**config.mk**
```make
export PLATFORM = sky130hd
export DESIGN_NAME = ppc_mac
export DESIGN_NICKNAME = d
export VERILOG_FILES = /design/src/design/ppc_pkg.sv /design/src/design/ppc_mac.sv
export SDC_FILE = /design/constraint.sdc
export NUM_CORES = 2
export LEC_CHECK = 0
export ABC_AREA = 1
export BUFFER_PORTS_ARGS = -buffer_cell sky130_fd_sc_hd__buf_4
export CAP_MARGIN = 20
export CORE_MARGIN = 2
export CORE_UTILIZATION = 45
export DETAILED_ROUTE_END_ITERATION = 8
export PLACE_DENSITY = 0.62
export SLEW_MARGIN = 20
export SYNTH_ARGS = -nofsm -noshare
export SYNTH_HDL_FRONTEND = slang
export SYNTH_SLANG_ARGS = --single-unit
```
**constraint.sdc**
```tcl
create_clock -name clk -period 4.7 [get_ports clk]
set_input_delay 0.235 -clock clk [delete_from_list [all_inputs] [get_ports clk]]
set_output_delay 0.235 -clock clk [all_outputs]
set_load 0.01 [all_outputs]
```
**src/design/ppc_pkg.sv**
```systemverilog
// Shared types and constants for the portal plane crossing block.
package ppc_pkg;

    // Fixed field widths
    localparam int COORD_W = 32;
    localparam int PART_W  = 7;
    localparam int NODE_W  = 11;
    localparam int KIND_W  = 2;
    localparam int SLOT_W  = 4;
    localparam int CNT_W   = 5;
    // |3 * 2^62 + 2^47| fits in 66 signed bits
    localparam int ACC_W   = 66;
    localparam int PROD_W  = 2 * COORD_W;

    typedef logic signed [COORD_W-1:0] coord_t;
    typedef logic signed [PART_W-1:0]  part_t;
    typedef logic signed [NODE_W-1:0]  node_t;
    typedef logic        [KIND_W-1:0]  kind_t;
    typedef logic        [SLOT_W-1:0]  slot_t;
    typedef logic        [CNT_W-1:0]   count_t;
    typedef logic signed [ACC_W-1:0]   acc_t;
    typedef logic signed [PROD_W-1:0]  prod_t;

    // Transaction kinds
    localparam kind_t KIND_QUERY = 2'd0;
    localparam kind_t KIND_PLANE = 2'd1;
    localparam kind_t KIND_SIDES = 2'd2;
    localparam kind_t KIND_DEACT = 2'd3;

    // Part code for "no part"
    localparam part_t PART_NONE = '1;

    // One plane row: normal and offset
    typedef struct packed {
        coord_t nx;
        coord_t ny;
        coord_t nz;
        coord_t w;
    } plane_t;

    // Front and back references of one portal
    typedef struct packed {
        part_t part_f;
        node_t node_f;
        part_t part_r;
        node_t node_r;
    } sides_t;

    // Table write strobes
    typedef struct packed {
        logic plane;
        logic sides;
        logic deact;
    } tbl_wr_t;

    // Multiply-accumulate control
    typedef struct packed {
        logic load;
        logic mul_en;
    } mac_ctrl_t;

endpackage

```
**src/design/ppc_mac.sv**
```systemverilog
// Shared multiply-accumulate unit: registered 32x32 product, 66-bit accumulator.
module ppc_mac (
    input  logic                clk,
    input  logic                rst_n,
    input  ppc_pkg::mac_ctrl_t  ctrl,
    input  ppc_pkg::coord_t     opa,
    input  ppc_pkg::coord_t     opb,
    input  ppc_pkg::acc_t       init,
    output logic                acc_neg
);
    import ppc_pkg::*;

    prod_t prod_reg;
    logic  pv_reg;
    acc_t  acc_reg;

    // Product stage
    always_ff @(posedge clk)
    begin
        prod_reg <= PROD_W'(opa) * PROD_W'(opb);
    end

    always_ff @(posedge clk or negedge rst_n)
    begin
        if (!rst_n)
        begin
            pv_reg <= 1'b0;
        end
        else
        begin
            pv_reg <= ctrl.mul_en;
        end
    end

    // Accumulate stage; load starts a new sum
    always_ff @(posedge clk)
    begin
        if (ctrl.load)
        begin
            acc_reg <= init;
        end
        else if (pv_reg)
        begin
            acc_reg <= acc_reg + ACC_W'(prod_reg);
        end
    end

    assign acc_neg = acc_reg[ACC_W-1];

endmodule

```
== Word-level counts from Yosys, hierarchy flattened ==
Cells that the tools add are included.

* Reductions and logical operators: 1
* Muxes and demuxes: 2
* $mul: 1
* $add $sub $neg: 1

{| class="wikitable"
|+ Operator list
! operator !! count
|-
| two-way mux 66 bit || 2
|-
| adder 66 x 64 -> 66 bit || 1
|-
| multiplier 32 x 32 -> 64 bit || 1
|-
| nonzero test 2 bit || 1
|}

* Flip-flop bits (word level): 131
* Input port bits: 134
* Logic and storage cells: 8
* Output and inout port bits: 1

== Longest topological paths before layout ==
* Depth after elaboration: 3
* Mapped depth: 30
* Gate-level depth less buffers: 29

== Worst setup path before layout ==
OpenSTA, ideal clock, no wires.

* Path kind: input port to flip-flop
* From: in opa[31]
* To: reg prod_reg[63]
* Setup time: 112 ps
* Cell stages on the path: 29
* Required time: 4588 ps
* Setup slack: -2331 ps
* Data arrival time: 6919 ps
* Path buffers: 1
* Cell sequence: clkbuf_1 -> nand2_1 -> inv_1 -> fa_1 -> fa_1 -> inv_1 -> fa_1 -> inv_1 -> fa_1 -> inv_1 -> fa_1 -> inv_1 -> fa_1 -> inv_1 -> fa_1 -> inv_1 -> fa_1 -> ha_1 -> nand2_1 -> nor2_1 -> inv_1 -> nor2_1 -> inv_1 -> nor4_1 -> nand2_1 -> nand3_1 -> inv_1 -> nand2_1 -> nand2_1

* Word-level cells in the longest chain between the ends: 1

{| class="wikitable"
|+ Ends and longest elaborated chain
! item !! RTL line !! text
|-
| start: declaration || ppc_mac.sv:6 || <nowiki>input ppc_pkg::coord_t opa,</nowiki>
|-
| multiplier 32 x 32 -> 64 bit || ppc_mac.sv:20 || <nowiki>prod_reg <= PROD_W'(opa) * PROD_W'(opb);</nowiki>
|-
| end signal: assignment || ppc_mac.sv:20 ||
|-
| end: declaration || ppc_mac.sv:13 || <nowiki>prod_t prod_reg;</nowiki>
|}

Every way passes these cells.
A chain may end at the register's enable or synchronous reset.

== Worst setup path in the final report ==
* From: in opa[31]
* To: reg prod_reg[54]

Same word-level chain as after synthesis.

==> out/qor.txt <==
status = finished, violations left
violated checks = setup timing
crit path launch = opa[31]
YS warnings = 0
Clock Skews = 0.0174 ns
Max Root-Sink Buffers = 2
hpwl dp = 128000 um
IO Count = 135
reg2reg start = prod_reg[0]
Remaining DRCs = 0
area leader, netlist = fa_1
maxcap violations = 0
CP delay by family, top = adder cells
Reg-to-Reg End = acc_reg[64]
CP Capture Point = prod_reg[54]
slowest CP cell = fa_2
Hold Fails Final Rpt = 0
Core ar. = 105000 um2
Worst path depth = 28
number of flops mapped to enable cells by yosys = 66
cell count after placement = 8086
Max transition margin = 0.291
Multi-input gate area = 40200 um2
DRT iter0 DRCs = 2673
Via-to-Cell Ratio = 4.93
antenna violations before repair = 0
max FFs per register = 66
Row Count = 119
syn_nets = 7731
Final Non-Filler Cells = 8254
fmax = 157 MHz
gr usage total = 0.280
Buf/Inv on CP = 11
r2r setup slk = 1.73 ns
final setup violation count = 55
Reg2Reg Depth = 17
Commonest cells post-synth = inv_1, nand2_1, fa_1
Final ANT Viol Nets = 0
fin crit period = 6.38 ns
vias in the first global route = 42864
Detail Route met2 WL = 71900 um
Mean Syn Cell Area = 7.61 um2
first-pass GRT wire length = 235000 um
crit-path max cell delay = 0.62 ns
clock sink total = 131
#FFs+latches synth = 131
port buffer count = 134
Area growth syn-to-layout = 26.2%
RePlAce Congestion = 0.960
met3 WL = 8860 um
crit path launch type = input port
worst-skew pair later-pin latency = 0.45 ns
clock-pin slew on the worst setup and hold paths = 0.07 ns
M1 WL = 63000 um
Post-Syn Instances = 6265
Post-synth ARST share = 0.00763
GR Overflow Total = 0
Starting Density = 0.453
die height = 329 um
mapped cell area = 47700 um2
critical path class = in -> reg
fill cell count = 9673
crit path DAT = 6.72 ns
WL per Instance = 18.0 um
Setup crit end kind = register
setup ws final = -1.68 ns
Tcrit/Tclk final = 1.36
RSZ-0062 raised after global routing = true
post-synth top area share = 0.455
highest routing layer actually used = met4
register area share after synthesis = 0.0690
Crit path required time = 5.04 ns
CP Max Fanout = 6
most frequent cell after synthesis = inv_1
Synth cell types = 47
slew at the pin with the worst max-slew slack = 1.06 ns
total routed wirelength = 148000 um
CTS tree = yes
die area = 109000 um2
fin. max-slew vios = 0
Hold Crit Class = in -> reg
Diodes inserted = 0
total CTS buffers = 17
share of layout cells above drive strength 1 = 0.229
Die Wd = 329 um
Synth Flop Type = edfxtp_1
H-tree levels = 4
Total Nets Final = 8316
drt pass-1 iters = 5
largest net degree at the start of global routing = 83
Storage cell area = 3290 um2
Synth area leaders = fa_1, inv_1, nand2_1
DR vias = 40694
CTS root buffer = clkbuf_16
## worst min-delay path by stage
| stage | depth (start not counted) | start | slack, ns | endpoint |
|---|---|---|---|---|
| after CTS | 3 | init[33] | 0.04 | acc_reg[33] |
| after global routing | 3 | init[39] | 0.05 | acc_reg[39] |
| final | 3 | init[33] | 0.05 | acc_reg[33] |
| after global placement | 1 | rst_n | 0.02 | pv_reg |
| after detailed placement | 1 | rst_n | 0.01 | pv_reg |
| after floorplan | 0 | rst_n | -0.06 | pv_reg |
## cells in the final DEF (no fill, tap or decap), types with 65 or more instances in the layout
cell and count:
fa_1 989, a21oi_1 104, buf_12 65, nor2_4 68, ha_1 191, edfxtp_1 66, inv_1 1717, inv_2 120
buf_4 574, buf_6 87, nand2_1 1641, fa_2 94, nand2_2 95, nand3_1 129, nor2_1 171
## kinds of logic (layout without fill, tap and decap cells)
family          after synthesis  in the layout  synth area share
flops                       131            131            0.0690
compound gates              332            332            0.0381
xor+xnor                     65             65            0.0119
buf+inv                    2054           2652             0.162
fa+ha+maj                  1332           1332             0.520
simple gates               2351           2351             0.199
## stage by stage
step                setup TNS, ns   util  instance area, um2  worst slack, ns  hold slack (ns)
floorplan                  -64.27      -               49700            -2.09          -0.0606
global placement          -107.08  0.525               55200            -2.28           0.0189
detailed placement        -109.45  0.525               55200            -2.38           0.0149
CTS                        -71.17  0.550               57800            -1.59           0.0377
global route               -85.00  0.572               60200            -1.88           0.0544
finish                     -76.41  0.572               60200            -1.68           0.0541
## area by class of cell
| cell class | instances | share of cell area |
|---|---|---|
| clock buffers | 18 | 0.00749 |
| clock inverters | 14 | 0.00233 |
| inverters | 1848 | 0.116 |
| multi-input cells | 4080 | 0.667 |
| flip-flops and latches | 131 | 0.0547 |
| well taps | 1391 | 0.0289 |
| repair buffers | 772 | 0.123 |
## tightest hold or removal path, cell delays in order
cell     delay (ns)
buf_4          0.07
nand2_1        0.04
nand2_1        0.05
## layer usage
layer,vias to the layer above,GRT usage
met3,227,0.0316
met1,20229,0.380
li1,18961,-
met5,-,0
met4,0,0.0752
met2,1277,0.475
## repair_timing
item / 4_1_cts / 5_1_grt
endpoints found under the setup margin: 56 / 56
hold buffers: 2 / 0
buffers inserted: 39 / 86
resized for setup: 398 / 444
hold endpoints to repair: 2 / 0
pin swaps: 184 / 307
cloned: 8 / 3
Power is not shown: default switching activity piles up to over one toggle a cycle in this logic, so the estimate is an artifact.
