$ cat config.mk
export PLATFORM = sky130hd
export DESIGN_NAME = ppc_table
export DESIGN_NICKNAME = d
export VERILOG_FILES = /design/src/design/ppc_pkg.sv /design/src/design/ppc_table.sv
export SDC_FILE = /design/constraint.sdc
export NUM_CORES = 2
export LEC_CHECK = 0
export BUFFER_PORTS_ARGS = -buffer_cell sky130_fd_sc_hd__buf_2
export CAP_MARGIN = 40
export CORE_MARGIN = 2
export CORE_UTILIZATION = 48
export CTS_BUF_LIST = sky130_fd_sc_hd__clkbuf_2
export CTS_CLUSTER_DIAMETER = 30
export CTS_CLUSTER_SIZE = 28
export DETAILED_ROUTE_END_ITERATION = 10
export SLEW_MARGIN = 10
export SYNTH_ARGS = -nofsm -noshare
export SYNTH_HDL_FRONTEND = slang
export SYNTH_SLANG_ARGS = --single-unit
$ cat constraint.sdc
create_clock -name clk -period 1.95 [get_ports clk]
set_clock_uncertainty 0.05 [all_clocks]
set_input_delay 0.2925 -clock clk [delete_from_list [all_inputs] [get_ports clk]]
set_output_delay 0.2925 -clock clk [all_outputs]
set_load 0.02 [all_outputs]
$ cat src/design/ppc_pkg.sv
// Shared types and constants for the portal plane crossing block.
package ppc_pkg;

    // Fixed field widths
    localparam int COORD_W = 32;
    localparam int PART_W  = 7;
    localparam int NODE_W  = 11;
    localparam int KIND_W  = 2;
    localparam int SLOT_W  = 4;
    localparam int CNT_W   = 5;
    // |3 * 2^62 + 2^47| fits in 66 signed bits
    localparam int ACC_W   = 66;
    localparam int PROD_W  = 2 * COORD_W;

    typedef logic signed [COORD_W-1:0] coord_t;
    typedef logic signed [PART_W-1:0]  part_t;
    typedef logic signed [NODE_W-1:0]  node_t;
    typedef logic        [KIND_W-1:0]  kind_t;
    typedef logic        [SLOT_W-1:0]  slot_t;
    typedef logic        [CNT_W-1:0]   count_t;
    typedef logic signed [ACC_W-1:0]   acc_t;
    typedef logic signed [PROD_W-1:0]  prod_t;

    // Transaction kinds
    localparam kind_t KIND_QUERY = 2'd0;
    localparam kind_t KIND_PLANE = 2'd1;
    localparam kind_t KIND_SIDES = 2'd2;
    localparam kind_t KIND_DEACT = 2'd3;

    // Part code for "no part"
    localparam part_t PART_NONE = '1;

    // One plane row: normal and offset
    typedef struct packed {
        coord_t nx;
        coord_t ny;
        coord_t nz;
        coord_t w;
    } plane_t;

    // Front and back references of one portal
    typedef struct packed {
        part_t part_f;
        node_t node_f;
        part_t part_r;
        node_t node_r;
    } sides_t;

    // Table write strobes
    typedef struct packed {
        logic plane;
        logic sides;
        logic deact;
    } tbl_wr_t;

    // Multiply-accumulate control
    typedef struct packed {
        logic load;
        logic mul_en;
    } mac_ctrl_t;

endpackage

$ cat src/design/ppc_table.sv
// Portal table: plane and side memories with registered read, active flags.
module ppc_table #(
    parameter int MAX_PORTALS = 16,
    parameter int AW          = 4
) (
    input  logic                    clk,
    input  logic                    rst_n,
    input  ppc_pkg::tbl_wr_t        wr,
    input  logic [AW-1:0]           wr_addr,
    input  ppc_pkg::plane_t         wr_plane,
    input  ppc_pkg::sides_t         wr_sides,
    input  logic                    rd_en,
    input  logic [AW-1:0]           rd_addr,
    output ppc_pkg::plane_t         rd_plane,
    output ppc_pkg::sides_t         rd_sides,
    output logic [MAX_PORTALS-1:0]  active
);
    import ppc_pkg::*;

    plane_t                 plane_mem [MAX_PORTALS];
    sides_t                 sides_mem [MAX_PORTALS];
    plane_t                 rd_plane_reg;
    sides_t                 rd_sides_reg;
    logic [MAX_PORTALS-1:0] active_reg;

    // Memory writes and registered reads
    always_ff @(posedge clk)
    begin
        if (wr.plane)
        begin
            plane_mem[wr_addr] <= wr_plane;
        end
        if (wr.sides)
        begin
            sides_mem[wr_addr] <= wr_sides;
        end
        if (rd_en)
        begin
            rd_plane_reg <= plane_mem[rd_addr];
            rd_sides_reg <= sides_mem[rd_addr];
        end
    end

    // Active flags, cleared on reset
    always_ff @(posedge clk or negedge rst_n)
    begin
        if (!rst_n)
        begin
            active_reg <= '0;
        end
        else if (wr.sides)
        begin
            active_reg[wr_addr] <= 1'b1;
        end
        else if (wr.deact)
        begin
            active_reg[wr_addr] <= 1'b0;
        end
    end

    assign rd_plane = rd_plane_reg;
    assign rd_sides = rd_sides_reg;
    assign active   = active_reg;

endmodule

* Yosys cells after proc, flatten, opt, wreduce, memory -nomap -nowiden
Memory sizes are Yosys's and may differ from the RTL's. A register that Yosys moved wholly into a read port is not among the register bits.
Cells that the tools add are included.
** Storage, ports and cells
- Word-level logic and storage cells :: 18
- Flip-flop bits (word level) :: 16
- Memories :: 2
- Bits in writable memories :: 2624
- Input port bits :: 178
- Output and inout port bits :: 180
** Operators by class
- Reductions and logical operators :: 2
- Multiplexer cells :: 8
- $lt $le $gt $ge :: 2
- Bitwise logic cells :: 3
** Memories
- plane_mem :: depth 16, width 128, read ports 1, clocked after Yosys merged registers in 1, write ports 1, line ppc_table.sv:20 : plane_t plane_mem [MAX_PORTALS];
- sides_mem :: depth 16, width 36, read ports 1, clocked after Yosys merged registers in 1, write ports 1, line ppc_table.sv:21 : sides_t sides_mem [MAX_PORTALS];
** Operator list (count)
- $mux W16 :: 2
- $and A16 B16 Y16 :: 1
- $not A16 Y16 :: 1
- $or A16 B16 Y16 :: 1
- $lt A4 B5 Y1 const B :: 1
- $mux W1 :: 5
- $demux W1 S4 :: 1
- $ge A4 B1 Y1 const B :: 1
- $reduce_bool A2 Y1 :: 1
- $logic_and A1 B1 Y1 :: 1

* Depth between registers and ports, before layout
- Word-level depth :: 8
- Gate-level depth with buffers :: 8
- Mapped depth without buffers :: 3

* Least setup slack after synthesis
Ideal clock, no wire load.
- Path kind :: input-to-reg
- Start point :: in wr_addr[0]
- End point :: mem plane_mem[4][0] (netlist name), enable pin
- Data arrival time :: 6.260 ns
- Setup time :: 0.617 ns
- Slack :: -4.977 ns
- Data required time :: 1.283 ns
- Path buffers :: 2
- Stages :: 4
- Cells stage by stage :: or2_2 clkbuf_1 clkbuf_1 nor2_1
** RTL lines
- start, declared :: line ppc_table.sv:9 : input logic [AW-1:0] wr_addr,
- end, declared :: line ppc_table.sv:20
Straight into the memory's write port.

* Worst setup path after layout
- Start point :: reg, netlist name rd_plane[112]
- End point :: out rd_plane[112] (netlist name)
** RTL lines
- end, declared :: line ppc_table.sv:14 : output ppc_pkg::plane_t rd_plane,
No word-level cell between the ends.

==> results.md <==
* Clock slew at reported path FFs at 0.18 ns
* CTS sink count at 2804
* Setup Viol. Count Final at 254
* Failing checks: setup timing
* Leading area contributor after synthesis: edfxtp_1
* Switching Fraction at 24.1%
* CTS buffer count at 547
* Synth Area in Compound Gates at 2.75%
* Max-Cap Viols at 0
* Sequential element share of the synthesized area at 80.8%
* DRC at 0
* Reg2reg setup slack at 0.24 ns
* Async set or reset register ratio after synthesis at 0.571%
* Drt wl/cell at 28.1 um
* Setup Crit Path Kind: flop to primary output
* Largest family of logic cells by synthesized area: multiplexers
* Crit-path max FO at 1
* Root Driver: clkbuf_2
* CP Capture Type: primary output
* Hold path start: wr[0]
* Die width at 470 um
* P_leak at 43.1 nW
* Seq pwr share at 57.2%
* Die ar. at 221000 um2
* Clk pwr share at 35.4%
* Min Clock Period, post-route at 3.00 ns
* Gp weighted congestion at 0.765
* Yosys Warn Count at 0
* Fraction of layout cells with a size suffix above 1 at 37.9%
* Final #Nets at 6267
* Primary FF master, synth: edfxtp_1
* Worst setup slack after layout at -1.05 ns
* Core ar. at 215000 um2
* Vias per cell at 5.73
* GRT Util Overall at 23.7%
* Pre-CTS WS at -0.322 ns
* Worst Hold Class: primary input to flop
* H-tree level count at 6
* Clk buf depth at 4
* PortBufs at 357
* Synth Net Count at 4570
* Crit path buffers/inverters at 1
* Cells after Synth at 4392
* Post-synthesis simple-gate area fraction at 0.981%
* Top delay family on crit path: flip-flops
* Number of flops mapped to enable cells by yosys at 2788
* ANT nets after route at 0
* Post-synthesis adder-cell area fraction at 0%
* Status: complete, but fails checks
* CTS tree: done
* Worst hold stages at 6
* First-pass GRT wire length at 381000 um
* Tcrit/Tclk final at 154%
* Initial cell density of the core at 48.4%
* Total gr overflow at 0
* Relative slew margins at 16.2%
* Top cells by area, synth: edfxtp_1, mux4_2, a22oi_1
* Largest register FFs at 2048
* Initial antenna violation count at 13
* Critical path startpoint category: flop
* Reg2reg end: rd_plane[59]$_DFFE_PP_
* Synthesis-to-layout area growth at 23.5%
* Skew-Pair Late Insertion Delay at 1.89 ns
* Slew @ Worst Pin at 1.26 ns
* Routed WL at 263000 um
* P per Cell Area at 930 nW/um2
* Worst vdd ir at 691 uV
* Largest net degree at the start of global routing at 42
* Data arrival, critical path at 2.66 ns
* Vias at 53633
* R2r startpoint: plane_mem[7][59]$_DFFE_PP_
* Max Freq at 0.333 GHz
* Xor and xnor area share after synthesis at 0%
* Switching power of the nets at 28.8 mW
* # IOs at 358
* Final Hold Viols at 0
* Post-Syn Area at 104000 um2
* Yosys reg bits at 2804
* Final Max Slew Viols at 0
* Syn avg cell area at 23.7 um2
* Distinct cell type count after synthesis at 28
* RSZ-0062 raised after global routing: yes
* CP peak stage delay at 0.57 ns
* Worst path cell trace: buf_6
* P_int at 90.8 mW
* DRT Pass-1 Iters at 5
* Detail Placement HPWL at 153000 um
* Core Rows at 170
* Hold_ws at 0.120 ns
* Crit-path slowest cell: edfxtp_1
* Worst Path Required at 1.61 ns
* Area share of the largest cell type after synthesis at 80.4%
* Multiplexer area fraction after synthesis at 14.3%
* Initial DRC count at 5496
* DIE HEIGHT at 470 um
* Vias in the first global route at 56122
* Combinational fraction of design power at 7.3%
* R2R cell count at 3
layout by cell type (no fill, tap or decap), types with 4 or more instances in the layout:
cell type,Yosys,final
nor2b_1,24,18
dfrtp_1,16,16
bufinv_16,0,67
a22oi_1,261,261
clkbuf_2,0,623
nand2b_1,12,12
o221ai_1,21,21
o22ai_1,38,38
buf_2,63,187
o31ai_1,12,12
nor2_1,52,18
o21ai_0,32,32
clkinv_4,0,23
buf_6,6,165
nor2_4,0,33
a221oi_1,4,4
and2_1,4,4
dlygate4sd3_1,0,536
mux2i_1,46,46
inv_6,0,18
buf_12,0,247
clkinvlp_4,0,55
buf_8,0,4
mux2_2,83,83
clkinv_1,0,77
clkinv_2,0,81
diode_2,0,15
nand2_1,133,129
mux4_2,601,601
o22a_1,15,15
inv_2,0,16
a221o_1,6,6
edfxtp_1,2788,2788
buf_4,46,235
power by group through the flow:
| stage | clock network, mW | logic [mW] | registers [mW] |
|---|---|---|---|
| 2_1_floorplan | 0 | 3.37 | 70.0 |
| 3_3_place_gp | 0 | 7.34 | 69.7 |
| 3_5_place_dp | 0 | 7.44 | 69.7 |
| 4_1_cts | 43.5 | 8.77 | 68.5 |
| 5_1_grt | 46.1 | 9.32 | 68.6 |
| 6_report | 42.4 | 8.77 | 68.5 |
final cells by class:
class / instances / area [um2]
antenna: 15 / 37.5
clock buffer: 623 / 3120
clock inverter: 340 / 3570
fill: 15596 / 86500
multi-input combinational: 1356 / 19100
sequential: 2804 / 84100
tap: 2838 / 3550
timing repair buffer: 1380 / 15100
kinds of logic after synthesis:
| logic type | count (synthesis) |
|---|---|
| muxes | 730 |
| AOI/OAI and AO/OA | 389 |
| buffers and inverters | 232 |
| and+or+nand+nor | 237 |
| DFF | 2804 |
worst max path at each step:
stage / startpoint / end / slack [ns] / cells after the start
finish: rd_plane[112]$_DFFE_PP_ / rd_plane[112] / -1.05 / 1
detailed placement: rd_addr[0] / rd_plane[124]$_DFFE_PP_ / -0.32 / 7
floorplan: wr_addr[0] / plane_mem[12][0]$_DFFE_PP_ / -1.24 / 4
CTS: rd_plane[50]$_DFFE_PP_ / rd_plane[50] / -1.34 / 1
global placement: rd_addr[0] / rd_plane[121]$_DFFE_PP_ / -0.33 / 6
global route: rd_plane[112]$_DFFE_PP_ / rd_plane[112] / -1.34 / 1
worst reg2reg max path: stages (launching register included):
cell and delay (ns):
edfxtp_1 0.41, mux4_2 0.47, mux2_2 0.28, o22a_1 0.17
metrics by stage:
stage	area [um2]	instances	total power, mW	util [%]	TNS [ns]
6_report	129000	9356	120	59.8	-153.01
5_1_grt	129000	9353	124	59.8	-203.55
4_1_cts	128000	9332	121	59.7	-209.43
3_5_place_dp	115000	7825	77.2	53.6	-33.53
3_3_place_gp	115000	7824	77.0	53.6	-34.41
2_1_floorplan	104000	4392	73.4	-	-2966.67
cells in the mapped netlist, drive strengths merged, types with 21 or more instances:
cell type,count
nor2,52
edfxtp,2788
mux2,83
mux2i,46
buf,128
o21ai,32
o221ai,21
o22ai,38
nand2,133
a22oi,261
clkbuf,104
nor2b,24
mux4,601
timing repair:
action / in CTS / in global routing
endpoints found under the hold margin: 5608 / 1526
gates resized for setup: 292 / 41
setup endpoints to repair: 180 / 389
cloned: 0 / 3
hold buffers: 544 / 1
buffers inserted: 0 / 9
routing by layer:
layer / routed length (um) / global-route usage (%) / vias up / share of wire [%]
met2: 128000 / 37.9 / 2079 / 49
met1: 111000 / 33.5 / 28524 / 42
met3: 18300 / 4.67 / 391 / 6.9
li1: - / - / 22631 / -
met4: 6000 / 6.88 / 8 / 2.3
met5: 39 / 0 / - / 0.015
No activity file was read; power rests on OpenSTA's default activity.
